===== config.mk =====
export PLATFORM = sky130hd
export DESIGN_NAME = multi_channel_interval_timer
export DESIGN_NICKNAME = d
export VERILOG_FILES = /design/src/mcit_pkg.sv /design/src/mcit_progress.sv /design/src/multi_channel_interval_timer.sv
export SDC_FILE = /design/constraint.sdc
export NUM_CORES = 2
export LEC_CHECK = 0
export BUFFER_PORTS_ARGS = -buffer_cell sky130_fd_sc_hd__buf_2
export CORE_AREA = 2 2 436 438
export DETAILED_ROUTE_END_ITERATION = 8
export DIE_AREA = 0 0 438 440
export GPL_ROUTABILITY_DRIVEN = 0
export PLACE_DENSITY = 0.61
export SLEW_MARGIN = 20
export SYNTH_ARGS = -nofsm -noshare
export SYNTH_HDL_FRONTEND = slang
export SYNTH_SLANG_ARGS = --single-unit

===== constraint.sdc =====
create_clock -name clk -period 19.15 [get_ports clk]
set_input_delay 0.9575 -clock clk [delete_from_list [all_inputs] [get_ports clk]]
set_output_delay 0.9575 -clock clk [all_outputs]
set_load 0.02 [all_outputs]

===== src/mcit_pkg.sv =====
`timescale 1ns / 1ps
`default_nettype none
// ----------------------------------------------------------------------------
// mcit_pkg
// Shared types and constants of the multi-channel interval timer.
// ----------------------------------------------------------------------------
package mcit_pkg;

  localparam int NUM_SLOTS_DEF = 16;
  localparam int PCT_FULL      = 100;
  localparam int PROG_W        = 7;

  localparam logic [3:0] CMD_TICK       = 4'd0;
  localparam logic [3:0] CMD_CREATE     = 4'd1;
  localparam logic [3:0] CMD_DESTROY    = 4'd2;
  localparam logic [3:0] CMD_PAUSE      = 4'd3;
  localparam logic [3:0] CMD_RESUME     = 4'd4;
  localparam logic [3:0] CMD_RESTART    = 4'd5;
  localparam logic [3:0] CMD_SET_IVAL   = 4'd6;
  localparam logic [3:0] CMD_QUERY      = 4'd7;
  localparam logic [3:0] CMD_PAUSE_ALL  = 4'd8;
  localparam logic [3:0] CMD_RESUME_ALL = 4'd9;
  localparam logic [3:0] CMD_KILL_ALL   = 4'd10;

  localparam logic [1:0] KIND_FIRED  = 2'd0;
  localparam logic [1:0] KIND_DONE   = 2'd1;
  localparam logic [1:0] KIND_STATUS = 2'd2;
  localparam logic [1:0] KIND_QUERY  = 2'd3;

  typedef struct packed {
    logic [31:0] interval;
    logic [31:0] elapsed;
    logic [15:0] repeats;
  } slot_entry_t;

  typedef struct packed {
    logic              done;
    logic [PROG_W-1:0] prog;
  } div_rsp_t;

endpackage
`default_nettype wire


===== src/mcit_progress.sv =====
`timescale 1ns / 1ps
`default_nettype none
// ----------------------------------------------------------------------------
// mcit_progress
// Percent progress elapsed*100/interval capped at 100 (0 for a zero interval), one quotient bit a cycle.
// ----------------------------------------------------------------------------
module mcit_progress (
  input  wire logic             clk,
  input  wire logic             rst,
  input  wire logic             start,
  input  wire logic [31:0]      elapsed,
  input  wire logic [31:0]      interval,
  output mcit_pkg::div_rsp_t    rsp
);

  typedef enum logic [1:0] {D_IDLE, D_MUL, D_DIV, D_OUT} dstate_t;

  localparam int NW = 32 + mcit_pkg::PROG_W;

  dstate_t                     state;
  logic [31:0]                 el_r;
  logic [31:0]                 iv_r;
  logic                        full;
  logic                        zero;
  logic [NW-1:0]               num;
  logic [NW-1:0]               dv;
  logic [2:0]                  bitn;
  logic [mcit_pkg::PROG_W-1:0] q;

  always_ff @(posedge clk) begin
    if (rst) begin
      state <= D_IDLE;
    end else begin
      unique case (state)
        D_IDLE: begin
          if (start) begin
            el_r  <= elapsed;
            iv_r  <= interval;
            full  <= (elapsed >= interval);
            zero  <= (interval == 32'd0);
            state <= D_MUL;
          end
        end
        D_MUL: begin
          num   <= NW'(el_r) * NW'(mcit_pkg::PCT_FULL);
          dv    <= NW'(iv_r) << (mcit_pkg::PROG_W - 1);
          bitn  <= 3'(mcit_pkg::PROG_W - 1);
          q     <= '0;
          state <= D_DIV;
        end
        D_DIV: begin
          if (num >= dv) begin
            num     <= num - dv;
            q[bitn] <= 1'b1;
          end
          dv <= dv >> 1;
          if (bitn == 3'd0) state <= D_OUT;
          else bitn <= bitn - 3'd1;
        end
        D_OUT: state <= D_IDLE;
        default: state <= D_IDLE;
      endcase
    end
  end

  always_comb begin
    rsp.done = (state == D_OUT);
    if (zero) rsp.prog = '0;
    else if (full) rsp.prog = mcit_pkg::PROG_W'(mcit_pkg::PCT_FULL);
    else rsp.prog = q;
  end

endmodule
`default_nettype wire


===== src/multi_channel_interval_timer.sv =====
`timescale 1ns / 1ps
`default_nettype none
// ----------------------------------------------------------------------------
// multi_channel_interval_timer
// Bank of timer slots driven by tick and slot commands, with fired results.
// ----------------------------------------------------------------------------
//  channel   dir  tdata                                        tuser  tlast
//  s_        in   slot_id,time_value,repeating,repeat_count    cmd    -
//  m_        out  ok,slot,remaining,elapsed_now,progress,...   kind   last
//
// A tick walks every slot in turn (memory read, then write back), then
// steps through the slots to emit fired results, then the done result.
// Query waits on the progress divider. Interval, elapsed and repeat count
// sit in one synchronous memory; active, paused and repeating flags sit in
// flip-flops cleared by rst. A result waiting at the output stalls the
// sequencer only when the next result is ready.
// ----------------------------------------------------------------------------
module multi_channel_interval_timer #(
  parameter int NUM_SLOTS = mcit_pkg::NUM_SLOTS_DEF
) (
  input  wire logic         clk,
  input  wire logic         rst,
  input  wire logic         s_tvalid,
  output logic              s_tready,
  // slot_id[3:0], time_value[35:4], repeating[36], repeat_count[52:37]
  input  wire logic [55:0]  s_tdata,
  // command[3:0]
  input  wire logic [3:0]   s_tuser,
  output logic              m_tvalid,
  input  wire logic         m_tready,
  // ok[0], slot[4:1], remaining[36:5], elapsed_now[68:37], progress[75:69],
  // is_active[76], is_paused[77], active_count[82:78], total_elapsed[114:83],
  // system_paused[115]
  output logic [119:0]      m_tdata,
  // kind[1:0]
  output logic [1:0]        m_tuser,
  output logic              m_tlast
);

  localparam int IW = (NUM_SLOTS > 1) ? $clog2(NUM_SLOTS) : 1;
  localparam int CW = $clog2(NUM_SLOTS + 1);

  typedef enum logic [3:0] {
    S_IDLE, S_TRD, S_TWR, S_TEMIT, S_MRD, S_MWR, S_QWAIT, S_OUT
  } state_t;

  state_t                 state;
  logic [3:0]             cmd;
  logic [31:0]            tv;
  logic [CW-1:0]          idx;
  logic [IW-1:0]          sid;
  logic [NUM_SLOTS-1:0]   act;
  logic [NUM_SLOTS-1:0]   pau;
  logic [NUM_SLOTS-1:0]   rep;
  logic [NUM_SLOTS-1:0]   fired;
  logic [CW-1:0]          live;
  logic [31:0]            total;
  logic                   gpause;

  logic [1:0]             r_kind;
  logic                   r_ok;
  logic [3:0]             r_slot;
  logic [31:0]            r_rem;
  logic [31:0]            r_el;
  logic [6:0]             r_prog;
  logic                   r_act;
  logic                   r_pau;

  mcit_pkg::slot_entry_t  mem [NUM_SLOTS];
  mcit_pkg::slot_entry_t  rd_data;
  mcit_pkg::slot_entry_t  wdata;
  logic                   mem_we;
  logic                   mem_re;
  logic [IW-1:0]          waddr;
  logic [IW-1:0]          raddr;

  logic                   out_free;
  logic                   out_load;
  logic                   in_fire;
  logic [3:0]             in_cmd;
  logic [3:0]             in_id;
  logic [31:0]            in_tv;
  logic                   in_rep;
  logic [15:0]            in_cnt;
  logic                   id_ok;
  logic [IW-1:0]          in_sid;
  logic                   free_any;
  logic [IW-1:0]          free_idx;
  logic [IW-1:0]          ti;
  logic                   t_run;
  logic [32:0]            t_sum;
  logic [31:0]            t_el;
  logic                   t_fire;
  logic                   q_start;
  mcit_pkg::div_rsp_t     div_rsp;

  assign out_free = !m_tvalid || m_tready;
  assign s_tready = (state == S_IDLE);
  assign in_fire  = s_tvalid && s_tready;
  assign in_cmd   = s_tuser;
  assign in_id    = s_tdata[3:0];
  assign in_tv    = s_tdata[35:4];
  assign in_rep   = s_tdata[36];
  assign in_cnt   = s_tdata[52:37];
  assign id_ok    = (32'(in_id) < NUM_SLOTS);
  assign in_sid   = IW'(in_id);
  assign ti       = idx[IW-1:0];

  // load the output register with a fired or a final result
  assign out_load = out_free && ((state == S_OUT) ||
                    ((state == S_TEMIT) && (32'(idx) != NUM_SLOTS) && fired[ti]));

  // first free slot, lowest index wins
  always_comb begin
    free_any = 1'b0;
    free_idx = '0;
    for (int i = NUM_SLOTS - 1; i >= 0; i--) begin
      if (!act[i]) begin
        free_any = 1'b1;
        free_idx = IW'(i);
      end
    end
  end

  // tick update of the slot just read
  always_comb begin
    t_run  = act[ti] && !pau[ti];
    t_sum  = 33'(rd_data.elapsed) + 33'(tv);
    t_el   = t_sum[32] ? 32'hFFFF_FFFF : t_sum[31:0];
    t_fire = t_run && (t_el >= rd_data.interval);
  end

  always_comb begin
    mem_we = 1'b0;
    waddr  = sid;
    wdata  = rd_data;
    mem_re = (state == S_TRD) || (state == S_MRD);
    raddr  = (state == S_TRD) ? ti : sid;
    unique case (state)
      S_IDLE: begin
        waddr          = free_idx;
        wdata.interval = in_tv;
        wdata.elapsed  = '0;
        wdata.repeats  = in_cnt;
        mem_we         = in_fire && (in_cmd == mcit_pkg::CMD_CREATE) && free_any;
      end
      S_TWR: begin
        waddr         = ti;
        mem_we        = t_run;
        wdata.elapsed = t_el;
        if (t_fire && rep[ti]) begin
          wdata.elapsed = '0;
          if (rd_data.repeats != 16'd0) wdata.repeats = rd_data.repeats - 16'd1;
        end
      end
      S_MWR: begin
        if (cmd == mcit_pkg::CMD_RESTART) begin
          mem_we        = 1'b1;
          wdata.elapsed = '0;
        end else if (cmd == mcit_pkg::CMD_SET_IVAL) begin
          mem_we         = 1'b1;
          wdata.interval = tv;
        end
      end
      default: ;
    endcase
  end

  always_ff @(posedge clk) begin
    if (mem_we) mem[waddr] <= wdata;
    if (mem_re) rd_data <= mem[raddr];
  end

  assign q_start = (state == S_MWR) && (cmd == mcit_pkg::CMD_QUERY) && act[sid];

  mcit_progress u_progress (
    .clk      (clk),
    .rst      (rst),
    .start    (q_start),
    .elapsed  (rd_data.elapsed),
    .interval (rd_data.interval),
    .rsp      (div_rsp)
  );

  function automatic logic [119:0] pack_out(
    input logic ok, input logic [3:0] slot, input logic [31:0] rem,
    input logic [31:0] el, input logic [6:0] prog, input logic a, input logic p,
    input logic [4:0] cnt, input logic [31:0] tot, input logic gp);
    pack_out = {4'd0, gp, tot, cnt, p, a, prog, el, rem, slot, ok};
  endfunction

  always_ff @(posedge clk) begin
    if (rst) begin
      state    <= S_IDLE;
      act      <= '0;
      pau      <= '0;
      rep      <= '0;
      live     <= '0;
      total    <= '0;
      gpause   <= 1'b0;
      m_tvalid <= 1'b0;
    end else begin
      if (out_load) m_tvalid <= 1'b1;
      else if (m_tready) m_tvalid <= 1'b0;
      unique case (state)
        S_IDLE: begin
          if (in_fire) begin
            cmd    <= in_cmd;
            tv     <= in_tv;
            sid    <= in_sid;
            r_kind <= mcit_pkg::KIND_STATUS;
            r_ok   <= 1'b1;
            r_slot <= 4'd0;
            r_rem  <= '0;
            r_el   <= '0;
            r_prog <= '0;
            r_act  <= 1'b0;
            r_pau  <= 1'b0;
            state  <= S_OUT;
            unique case (in_cmd)
              mcit_pkg::CMD_TICK: begin
                fired <= '0;
                idx   <= '0;
                if (!gpause) begin
                  total <= total + in_tv;
                  state <= S_TRD;
                end else begin
                  r_kind <= mcit_pkg::KIND_DONE;
                end
              end
              mcit_pkg::CMD_CREATE: begin
                if (free_any) begin
                  act[free_idx] <= 1'b1;
                  pau[free_idx] <= 1'b0;
                  rep[free_idx] <= in_rep;
                  live          <= live + CW'(1);
                  r_slot        <= 4'(free_idx);
                end else begin
                  r_ok <= 1'b0;
                end
              end
              mcit_pkg::CMD_DESTROY, mcit_pkg::CMD_PAUSE, mcit_pkg::CMD_RESUME: begin
                r_slot <= in_id;
                if (id_ok && act[in_sid]) begin
                  if (in_cmd == mcit_pkg::CMD_DESTROY) begin
                    act[in_sid] <= 1'b0;
                    if (live != '0) live <= live - CW'(1);
                  end else begin
                    pau[in_sid] <= (in_cmd == mcit_pkg::CMD_PAUSE);
                  end
                end else begin
                  r_ok <= 1'b0;
                end
              end
              mcit_pkg::CMD_RESTART, mcit_pkg::CMD_SET_IVAL: begin
                r_slot <= in_id;
                if (id_ok && act[in_sid]) state <= S_MRD;
                else r_ok <= 1'b0;
              end
              mcit_pkg::CMD_QUERY: begin
                r_kind <= mcit_pkg::KIND_QUERY;
                r_slot <= in_id;
                if (id_ok) state <= S_MRD;
                else r_ok <= 1'b0;
              end
              mcit_pkg::CMD_PAUSE_ALL:  gpause <= 1'b1;
              mcit_pkg::CMD_RESUME_ALL: gpause <= 1'b0;
              mcit_pkg::CMD_KILL_ALL: begin
                act  <= '0;
                live <= '0;
              end
              default: r_ok <= 1'b0;
            endcase
          end
        end
        S_TRD: state <= S_TWR;
        S_TWR: begin
          if (t_fire) begin
            fired[ti] <= 1'b1;
            if (!rep[ti] || (rd_data.repeats == 16'd1)) begin
              act[ti] <= 1'b0;
              if (live != '0) live <= live - CW'(1);
            end
          end
          if (32'(idx) == NUM_SLOTS - 1) begin
            idx   <= '0;
            state <= S_TEMIT;
          end else begin
            idx   <= idx + CW'(1);
            state <= S_TRD;
          end
        end
        S_TEMIT: begin
          if (32'(idx) == NUM_SLOTS) begin
            r_kind <= mcit_pkg::KIND_DONE;
            r_ok   <= 1'b1;
            r_slot <= 4'd0;
            state  <= S_OUT;
          end else if (!fired[ti]) begin
            idx <= idx + CW'(1);
          end else if (out_free) begin
            m_tuser  <= mcit_pkg::KIND_FIRED;
            m_tlast  <= 1'b0;
            m_tdata  <= pack_out(1'b1, 4'(ti), '0, '0, '0, 1'b0, 1'b0,
                                 5'(live), total, gpause);
            idx      <= idx + CW'(1);
          end
        end
        S_MRD: state <= S_MWR;
        S_MWR: begin
          state <= S_OUT;
          if (cmd == mcit_pkg::CMD_QUERY) begin
            r_el  <= rd_data.elapsed;
            r_act <= act[sid];
            r_pau <= pau[sid];
            if (act[sid]) begin
              r_rem <= (rd_data.elapsed < rd_data.interval) ?
                       rd_data.interval - rd_data.elapsed : 32'd0;
              state <= S_QWAIT;
            end
          end
        end
        S_QWAIT: begin
          if (div_rsp.done) begin
            r_prog <= div_rsp.prog;
            state  <= S_OUT;
          end
        end
        S_OUT: begin
          if (out_free) begin
            m_tuser  <= r_kind;
            m_tlast  <= 1'b1;
            m_tdata  <= pack_out(r_ok, r_slot, r_rem, r_el, r_prog, r_act, r_pau,
                                 5'(live), total, gpause);
            state    <= S_IDLE;
          end
        end
        default: state <= S_IDLE;
      endcase
    end
  end

endmodule
`default_nettype wire


==> reports/metrics.cfg <==
[logic_synthesis]
ys_ff_latch=1865
ys_warn_count=0
synthArstFlopShare_pct=0
netlist_top_cells_area=edfxtp_1 (63%), mux4_2 (9.3%), ha_1 (4.2%)
netlist_area_sq_um=84200
ys_types=95
synth_edf_count=1773
yosysTopAreaCell=edfxtp_1
seq_area_frac_synth_pct=65.4
synth_ff_type=edfxtp_1
synth_top_area_share_pct=63.2
synth_cells=5631
avgSynthCellArea_sq_um=15.0

[clock_tree]
cts_setup_buffers=0
clockBufferDepth=3
cts_tree=done
clock_sinks=1865
htree_num_levels=4
clkSlewWorstSetupHoldPaths_ns=0.06
cts_repair_resize_count=0
hold_buffers=0
cts_buffers=188
clk_latency_ns=0.85
cts_root_buffer=clkbuf_16

[setup_path]
crit_family=compound AO/OA/AOI/OAI gates
crit_fanout=23
r2r_setup_slack_ns=11.12
cp.arrival_ns=8.52
critPathRequiredTime_ns=19.64
path_cells=ha_1 -> fa_1 -> a21oi_1 -> nor2b_1 -> a311oi_1 -> o2bb2ai_1 -> o21ai_2 -> and3_4 -> a211o_1 -> nand2_1 -> buf_4 -> o21ai_0 -> ha_1 -> and3_1 -> o21ai_0 -> a21oi_1 -> a21oi_1 -> o32ai_4 -> and3_1 -> nand3_1 -> mux2i_1 -> a21oi_1
end_kind=register
critPathMostFrequentCell=a21oi_1
critPathLaunchType=register
critPathSlowestCell=a21oi_1
path_buf_inv=1
criticalPathCategory=register to register
cpPeakStageDelay_ns=0.84

[place]
dpl.hpwl_um=137000
dpl.cell_count=8161
portBuffers=181
pre_cts_slack_ns=11.01

[timing]
max_freq_mhz=125
grt_setup_unrepaired=false
setup_viol=0
slew_viol_final=0
skew_ns=0.0571
setup_ws_ns=11.12
hold_viol_final=0
layout_min_cycle_time_ns=8.03
worst_pin_slew_ns=1.10
final.period_utilization_pct=41.9
slew_headroom_pct=26.7
setup_tns_ns=0

[grt]
antenna_found_initial=16
grt_pass1_vias=48800
grt_pass1_wl_um=326000
gr-total-overflow=0
grt_max_degree=118
grt_use_total_pct=23.0

[power_and_ir_drop]
totalPowerFinal_mw=14.0
vdd_drop_max_mv=0.116
pwr_density_cell_nw_per_um2=148
p_leak_nw=32.9

[floorplan]
row_count=160
initial_core_util_pct=44.7
io-pin-count=189
die-area_sq_um=193000
die-width_um=438
coreArea_sq_um=189000
die_h_um=440

[drt]
routedWlPerCell_um=26.3
totalWireLength_um=224000
vias=49900
drt.antenna.violating_nets=0
drt_pass1_iterations=5
drtIter0Drc=5113
viasPerCell=5.86
drcViolationCount=0

[worst_hold_path]
min_path_type=primary input to register

[final_layout]
stdcell_count=8505
drive_above_1_share_pct=17.1
area_growth_pct=12.1
sequential_cell_area_sq_um=55100
finish.net_count=6216
multi_input_area_sq_um=27100
fillers=15800

[flow_run]
maxCapViolCount=0

[status]
outcome=finished, final reports clean

cell families after synthesis:
family,Yosys count,share of synthesized area [%]
AOI/OAI and AO/OA,1007,7.85
xor gates and xnor gates,134,1.39
adders and majority gates,313,4.92
buffers and inverters,566,2.78
DFF,1865,65.4
muxes,417,10.2
other,1,0.00445
and+or+nand+nor,1328,7.48
metrics by stage:
| step | instance area [sq um] | utilization (%) | hold WS [ns] |
|---|---|---|---|
| detailed placement | 88200 | 46.8 | 0.448 |
| CTS | 94400 | 50.0 | 0.339 |
| finish | 94400 | 50.1 | 0.390 |
| floorplan | 84200 | - | 0.406 |
| global placement | 88200 | 46.8 | 0.438 |
| global route | 94400 | 50.0 | 0.354 |
worst register-to-register path, stage by stage, from the launching register on:
cell	delay (ns)
edfxtp_1	0.62
ha_1	0.35
fa_1	0.41
a21oi_1	0.19
nor2b_1	0.10
a311oi_1	0.43
o2bb2ai_1	0.32
o21ai_2	0.26
and3_4	0.24
a211o_1	0.26
nand2_1	0.23
buf_4	0.37
o21ai_0	0.23
ha_1	0.32
and3_1	0.18
o21ai_0	0.11
a21oi_1	0.16
a21oi_1	0.20
o32ai_4	0.71
and3_1	0.80
nand3_1	0.21
mux2i_1	0.16
a21oi_1	0.84
where the power goes:
group | internal [mW] | switching [mW] | total, mW
clock network | 2.10 | 1.58 | 3.68
logic | 1.43 | 2.95 | 4.39
registers | 5.61 | 0.284 | 5.90
total | 9.15 | 4.81 | 14.0
layout make-up:
type	instances	share of cell area, %
antenna	4	0.0106
sequential	1865	58.4
clock buffer	240	5.23
clock inverter	100	1.28
tap	2511	3.33
timing repair buffer	282	1.85
multi-input combinational	3203	28.8
inverter	300	1.19
flip-flops by register name (all words and copies together), names as in the netlist, 3 cells and up:
register	count
mem	1280
m_tdata	116
rd_data	80
u_progress.num	39
u_progress.dv	38
r_el	32
r_rem	32
total	32
tv	32
u_progress.el_r	32
u_progress.iv_r	32
act	16
fired	16
pau	16
rep	16
r_prog	7
u_progress.q	7
idx	5
live	5
cmd	4
r_slot	4
sid	4
state	3
u_progress.bitn	3
Yosys cell counts (25+ instances only):
library cell and n:
a211oi_1 112, a21o_1 84, a21oi_1 274, a22o_1 37, a22oi_1 38, a31oi_1 121
and2_1 183, buf_1 29, buf_2 44, buf_4 27, clkbuf_1 158, dfxtp_1 92
edfxtp_1 1773, fa_1 31, ha_1 281, inv_1 295, mux2_2 38, mux2i_1 32
mux4_2 346, nand2_1 486, nand2b_1 32, nand3_1 63, nand4_1 31, nor2_1 306
nor2b_1 48, nor3_1 60, o21a_1 35, o21ai_0 109, o21ai_1 25, xnor2_1 76
xor2_1 58
cell usage in the layout (no fill, tap or decap), types with 38 or more instances in the layout:
cell,n
a21o_1,84
a22oi_1,38
nor2_1,286
ha_1,280
inv_1,293
edfxtp_1,1773
nor3_1,58
clkbuf_16,188
a21oi_1,264
a211oi_1,112
mux4_2,346
buf_2,180
dfxtp_1,91
xnor2_1,76
a31oi_1,120
nor2b_1,47
nand2_1,486
nand3_1,63
xor2_1,58
buf_4,96
o21ai_0,109
clkbuf_1,48
and2_1,183
final timing paths:
kind / to / startpoint / cells past startpoint
hold reg to reg: rep[8] / rep[8] / 2
hold / removal: tv[23] / s_tdata[27] / 1
setup / recovery: mem[13][6] / rd_data[16] / 22
setup reg to reg: mem[13][6] / rd_data[16] / 22
routing by layer:
layer,share of wire [%],global-route usage [%]
met5,0.016,0
met4,4.6,10.1
met3,7.5,3.81
met2,47,36.8
met1,41,31.2
(Power assumes the default switching activity.)
